### src/sv/spq_pkg.sv
// ----------------------------------------------------------------------------
// spq_pkg: shared types and codes for the sorted priority queue
// Operation codes and the command/status bundles between controller and datapath.
// ----------------------------------------------------------------------------
package spq_pkg;

	localparam logic OP_ENQ = 1'b0;
	localparam logic OP_DEQ = 1'b1;

	typedef struct packed {
		logic enq;
		logic deq;
		logic rej;
	} spq_cmd_t;

	typedef struct packed {
		logic full;
		logic empty;
	} spq_stat_t;

endpackage

### src/sv/spq_ctrl.sv
// ----------------------------------------------------------------------------
// spq_ctrl: handshake controller
// Accepts one item, issues the matching command, holds the result until taken.
// ----------------------------------------------------------------------------
module spq_ctrl
	import spq_pkg::*;
(
	input  logic      clk,
	input  logic      arst_n,
	input  logic      in_valid,
	output logic      in_stall,
	input  logic      op,
	output logic      out_valid,
	input  logic      out_stall,
	input  spq_stat_t stat,
	output spq_cmd_t  cmd
);

	localparam logic S_IDLE = 1'b0;
	localparam logic S_OUT  = 1'b1;

	logic state_q;
	logic state_d;
	logic accept;

	assign in_stall  = (state_q == S_OUT) && out_stall;
	assign out_valid = (state_q == S_OUT);
	assign accept    = in_valid && !in_stall;

	// drop an enqueue on a full row and a dequeue on an empty one as a reject
	assign cmd.enq = accept && (op == OP_ENQ) && !stat.full;
	assign cmd.deq = accept && (op == OP_DEQ) && !stat.empty;
	assign cmd.rej = accept && (((op == OP_ENQ) && stat.full) ||
		((op == OP_DEQ) && stat.empty));

	always_comb begin
		state_d = state_q;
		unique case (state_q)
			S_IDLE: begin
				if (accept) state_d = S_OUT;
			end
			S_OUT: begin
				// hold while stalled; stay when a new item replaces the taken one
				if (!out_stall && !accept) state_d = S_IDLE;
			end
			default: state_d = S_IDLE;
		endcase
	end

	always_ff @(posedge clk or negedge arst_n) begin
		if (!arst_n) begin
			state_q <= S_IDLE;
		end else begin
			state_q <= state_d;
		end
	end

endmodule

### src/sv/spq_datapath.sv
// ----------------------------------------------------------------------------
// spq_datapath: sorted entry row with parallel compare and shift
// Each slot compares against the new priority and picks keep, insert or shift.
// ----------------------------------------------------------------------------
module spq_datapath
	import spq_pkg::*;
#(
	parameter int DEPTH      = 16,
	parameter int ELEM_WIDTH = 32,
	parameter int PRIO_WIDTH = 16,
	parameter int CW         = $clog2(DEPTH + 1)
) (
	input  logic                  clk,
	input  logic                  arst_n,
	input  spq_cmd_t              cmd,
	input  logic [ELEM_WIDTH-1:0] elem_in,
	input  logic [PRIO_WIDTH-1:0] prio_in,
	output spq_stat_t             stat,
	output logic [ELEM_WIDTH-1:0] front_elem,
	output logic [PRIO_WIDTH-1:0] front_prio,
	output logic [CW-1:0]         count,
	output logic                  is_empty,
	output logic                  error
);

	logic [ELEM_WIDTH-1:0] elem_q [DEPTH];
	logic [PRIO_WIDTH-1:0] prio_q [DEPTH];
	logic [CW-1:0]         cnt_q;
	logic                  err_q;
	logic [DEPTH-1:0]      le;
	logic                  do_enq;
	logic                  do_deq;

	assign stat.full  = (cnt_q == CW'(DEPTH));
	assign stat.empty = (cnt_q == '0);
	assign do_enq     = cmd.enq;
	assign do_deq     = cmd.deq;

	// slot stays put when it is valid and not above the new priority
	for (genvar i = 0; i < DEPTH; i++) begin : g_cmp
		assign le[i] = (CW'(i) < cnt_q) && (prio_q[i] <= prio_in);
	end

	for (genvar i = 0; i < DEPTH; i++) begin : g_slot
		logic le_prev;
		if (i == 0) begin : g_first
			assign le_prev = 1'b1;
		end else begin : g_rest
			assign le_prev = le[i-1];
		end

		always_ff @(posedge clk) begin
			if (do_enq && !le[i]) begin
				if (le_prev) begin
					elem_q[i] <= elem_in;
					prio_q[i] <= prio_in;
				end else if (i > 0) begin
					elem_q[i] <= elem_q[(i > 0) ? i - 1 : 0];
					prio_q[i] <= prio_q[(i > 0) ? i - 1 : 0];
				end
			end else if (do_deq && (i < DEPTH - 1)) begin
				elem_q[i] <= elem_q[(i < DEPTH - 1) ? i + 1 : i];
				prio_q[i] <= prio_q[(i < DEPTH - 1) ? i + 1 : i];
			end
		end
	end

	always_ff @(posedge clk or negedge arst_n) begin
		if (!arst_n) begin
			cnt_q <= '0;
			err_q <= 1'b0;
		end else begin
			if (do_enq) cnt_q <= cnt_q + CW'(1);
			else if (do_deq) cnt_q <= cnt_q - CW'(1);
			if (cmd.enq || cmd.deq || cmd.rej) err_q <= cmd.rej;
		end
	end

	assign front_elem = stat.empty ? '0 : elem_q[0];
	assign front_prio = stat.empty ? '0 : prio_q[0];
	assign count      = cnt_q;
	assign is_empty   = stat.empty;
	assign error      = err_q;

endmodule

### src/sv/sorted_priority_queue.sv
// Latency: a result is valid the cycle after its item is accepted.
// Throughput: one item per cycle unless the receiver stalls; a new item is
//   taken in the same cycle the previous result is taken.
// Reset: arst_n clears count, error flag and handshake state; the entry row
//   needs no clearing pass since only slots below the count are ever read.
// ----------------------------------------------------------------------------
// sorted_priority_queue: bounded minimum priority queue, sorted entry row
// Enqueue inserts after all entries of lower or equal priority; dequeue pops
// the front. Each item yields one result with front, count and error flag.
// ----------------------------------------------------------------------------
module sorted_priority_queue
	import spq_pkg::*;
#(
	parameter int DEPTH      = 16,
	parameter int ELEM_WIDTH = 32,
	parameter int PRIO_WIDTH = 16
) (
	input  logic                         clk,
	input  logic                         arst_n,
	input  logic                         in_valid,
	output logic                         in_stall,
	input  logic                         op,
	input  logic [ELEM_WIDTH-1:0]        elem_in,
	input  logic [PRIO_WIDTH-1:0]        prio_in,
	output logic                         out_valid,
	input  logic                         out_stall,
	output logic [ELEM_WIDTH-1:0]        front_elem,
	output logic [PRIO_WIDTH-1:0]        front_prio,
	output logic [$clog2(DEPTH+1)-1:0]   count,
	output logic                         is_empty,
	output logic                         error
);

	localparam int CW = $clog2(DEPTH + 1);

	spq_cmd_t  cmd;
	spq_stat_t stat;

	// controller: owns the handshakes, turns an accepted item into a command
	spq_ctrl u_ctrl (
		.clk       (clk),
		.arst_n    (arst_n),
		.in_valid  (in_valid),
		.in_stall  (in_stall),
		.op        (op),
		.out_valid (out_valid),
		.out_stall (out_stall),
		.stat      (stat),
		.cmd       (cmd)
	);

	// datapath: entry row, count and error flag; outputs hold while stalled
	// because the row only changes on an accepted item
	spq_datapath #(
		.DEPTH      (DEPTH),
		.ELEM_WIDTH (ELEM_WIDTH),
		.PRIO_WIDTH (PRIO_WIDTH),
		.CW         (CW)
	) u_dp (
		.clk        (clk),
		.arst_n     (arst_n),
		.cmd        (cmd),
		.elem_in    (elem_in),
		.prio_in    (prio_in),
		.stat       (stat),
		.front_elem (front_elem),
		.front_prio (front_prio),
		.count      (count),
		.is_empty   (is_empty),
		.error      (error)
	);

endmodule

### config.mk
export PLATFORM = sky130hd
export DESIGN_NAME = sorted_priority_queue
export DESIGN_NICKNAME = d
export VERILOG_FILES = /design/src/sv/spq_pkg.sv /design/src/sv/spq_ctrl.sv /design/src/sv/spq_datapath.sv /design/src/sv/sorted_priority_queue.sv
export SDC_FILE = /design/constraint.sdc
export NUM_CORES = 2
export LEC_CHECK = 0
export BUFFER_PORTS_ARGS = -buffer_cell sky130_fd_sc_hd__buf_2
export CAP_MARGIN = 20
export CORE_ASPECT_RATIO = 2
export CORE_MARGIN = 8
export CORE_UTILIZATION = 57
export DETAILED_ROUTE_END_ITERATION = 6
export GPL_ROUTABILITY_DRIVEN = 0
export HOLD_SLACK_MARGIN = 0.12
export PLACE_DENSITY = 0.82
export SETUP_SLACK_MARGIN = 0.05
export SYNTH_ARGS = -nofsm -noshare
export SYNTH_HDL_FRONTEND = slang
export SYNTH_HIERARCHICAL = 1
export SYNTH_SLANG_ARGS = --single-unit
### constraint.sdc
create_clock -name clk -period 5.6 [get_ports clk]
set_input_delay 0.84 -clock clk [delete_from_list [all_inputs] [get_ports clk]]
set_output_delay 0.84 -clock clk [all_outputs]
set_load 0.005 [all_outputs]
==> key figures <==
Clock tree
  • Post-CTS resize count: 0
  • Reg clk slew, reported paths: 60 ps
  • CTS tree: done
  • Clock sink count: 775
  • # H-tree levels: 3
  • Deepest clock path buffer count: 3
  • Clk Latency, worst-skew pair: 670 ps
  • # hold bufs at CTS: 1
  • Root Driver: clkbuf_16
  • Postcts setup bufs: 0
  • CTS Buf Count: 72

Power
  • Sw Ratio: 0.3515
  • Combinational power share: 0.277
  • Maximum vdd drop: 0.0003058 V
  • Clock power share: 0.264
  • Sw Pwr: 6.733 mW
  • P_leak: 16.61 nW
  • Sequential power share: 0.459
  • PD cells: 410.7 nW/um^2
  • Internal power: 12.42 mW

Routing
  • Initial DRT Pass Iterations: 7
  • Total routed wirelength: 144300 um
  • DRC: 0
  • Initial DRC count: 5816
  • Detail-routed via count per cell: 7.850
  • Post-route ant nets: 0
  • Vias: 35460
  • Wirelength per Cell: 31.94 um

Logic synthesis
  • Synth area leader: edfxtp_1
  • Post-synth EDFFs: 768
  • Top cells by count, synth: edfxtp_1, nor3_1, a221o_1
  • Post-synth ARST share: 0.009032
  • Synth area leaders: edfxtp_1, ha_1, a221o_1
  • Top-count cell post-synth: edfxtp_1
  • Main synth FF type: edfxtp_1
  • Post-Syn Nets: 3855
  • Post-synthesis cell type count: 76
  • Seq/Total Area, Yosys: 0.5457
  • Mapped Area: 42580 sq um
  • Cells after Synth: 3542
  • Ys Warns: 6
  • Register bit total from synthesis: 775
  • Post-Syn Area per Cell: 12.02 sq um
  • Post-synth top area share: 0.5416

STA
  • Final Skew: 34.07 ps
  • Min cycle time layout: 4572 ps
  • Pins Over Slew Limit: 0
  • Setup_tns: 0 ps
  • Tightest Pin Transition: 1115 ps
  • Final Hold Fails: 0
  • Part of the cycle the worst path needs: 0.8165
  • Endpoints failing setup: 0
  • FMAX: 0.2187 GHz
  • Slew HR: 0.2568
  • Setup repair after global routing missed its margin: false

GRT
  • Largest net degree at the start of global routing: 97
  • Vias in the first global route: 34310
  • Global-route usage over all layers: 0.3290
  • Antenna violations before repair: 5
  • First-pass GRT wire length: 212300 um
  • GRT overflow: 0

Die
  • Initial core utilization: 0.5720
  • Die Area: 84240 sq um
  • Number of I/O pins: 110
  • Width of the die: 209.3 um
  • Core Rows: 142
  • Die height: 402.5 um
  • Core area: 74440 sq um

Critical path
  • WP buf/inv: 4
  • Top cell by count, worst path: buf_4
  • CP arrival: 4990 ps
  • CP Max Fanout: 28
  • CP Capture Type: register
  • Crit-path cells: buf_2 -> inv_1 -> ha_1 -> a21oi_1 -> nor2_1 -> nor4_1 -> o21ai_0 -> nand3_2 -> buf_4 -> mux2_2 -> buf_4 -> a221oi_1
  • Required @ worst endpoint: 6020 ps
  • CP startpoint kind: input port
  • Critical Path Max Stage Delay: 730 ps
  • Slowest CP cell: inv_1
  • Setup Crit Path Kind: in -> reg
  • Delay-heaviest family, CP: buffers and inverters

Final layout
  • Area delta synth->final: 9.538%
  • Final core utilization: 0.6265
  • Share of cells above drive strength 1: 0.1545
  • Non-filler instance count after layout: 4517
  • Fill cells: 5343
  • # nets final: 3836
  • Design area: 46640 sq um
  • Register area: 23240 sq um
  • Multi-input gate area: 17400 sq um

Placement
  • Post-DP HPWL: 90310 um
  • Placed Instance Area: 44290 sq um
  • # port buffers: 109
  • Post-Place Cells: 4384

Status
  • Outcome: complete, no violations

Hold path
  • Hold WC Path Type: in -> reg

Run
  • MaxCap Viol Count: 0
-- layout make-up --
cell class / instances / area share
inverter: 171 / 0.01376
timing repair buffer: 240 / 0.03954
clock buffer: 91 / 0.04037
clock inverter: 40 / 0.009872
antenna: 1 / 0.00005365
sequential: 775 / 0.4982
multi-input combinational: 2263 / 0.3731
tap: 936 / 0.02511
-- per-layer routing --
metal	GRT usage	share of wire	wire length, um	up-vias
li1	-	-	-	14310
met1	0.4211	0.34	48350	16820
met2	0.4850	0.43	61930	3636
met3	0.1060	0.17	23980	687
met4	0.1953	0.069	9985	6
met5	0	0.00025	36	-
-- cells by family (layout without fill, tap and decap cells) --
group                      count (synthesis)  count (layout)  synth area share
AOI/OAI and AO/OA                       1205            1205            0.2150
DFF                                      775             775            0.5457
and+or+nand+nor                          695             695           0.08398
buffers and inverters                    504             542           0.05189
adders and majority gates                260             260           0.07640
muxes                                     99              99           0.02618
xor gates and xnor gates                   4               4         0.0008229
other                                      0               1                 0
-- path summary, 6_finish.rpt --
path,startpoint,to,slack [ps],depth (start not counted)
hold reg to reg,u_dp/error,u_dp/error,490,1
hold / removal,in_valid,u_ctrl/out_valid,410,2
max in group asynchronous,arst_n,u_dp/count[3],4910,2
setup reg to reg,u_dp/count[4],u_dp/elem_q[3][76],1080,11
setup / recovery,prio_in[11],u_dp/elem_q[3][76],1030,12
min in group asynchronous,arst_n,u_dp/count[1],540,2
-- per-stage QoR --
step	hold WS [ps]	setup slack, ps	total power [mW]
floorplan	473.5	189.3	11.79
global placement	460.8	744.2	13.59
detailed placement	468.5	636.9	13.87
CTS	402.3	1248	18.85
global route	420.8	1019	19.62
finish	408.4	1028	19.16
-- sequential cells by signal, indices dropped and copies added, names as in the netlist --
| signal | cells |
|---|---|
| u_dp/elem_q | 512 |
| u_dp/count | 5 |
| u_ctrl/out_valid | 1 |
| u_dp/error | 1 |
| u_dp/prio_q | 256 |
-- layout by cell type, fill, tap and decap left out, drive strengths merged, types with 91 or more instances in the layout --
cell type,instances
nor3,344
ha,260
clkbuf,91
edfxtp,768
o21ai,183
o22ai,97
mux2,96
inv,174
a21oi,195
a221oi,95
a22oi,196
buf,239
a221o,289
-- power groups by stage --
stage | sequential, mW | clock (mW) | combinational (mW)
final | 8.80 | 5.05 | 5.31
after global routing | 8.84 | 5.23 | 5.56
after CTS | 8.72 | 5.03 | 5.09
after detailed placement | 8.82 | 0 | 5.05
after global placement | 8.79 | 0 | 4.80
after floorplan | 8.43 | 0 | 3.36
Power figures use the tool's default switching activity.
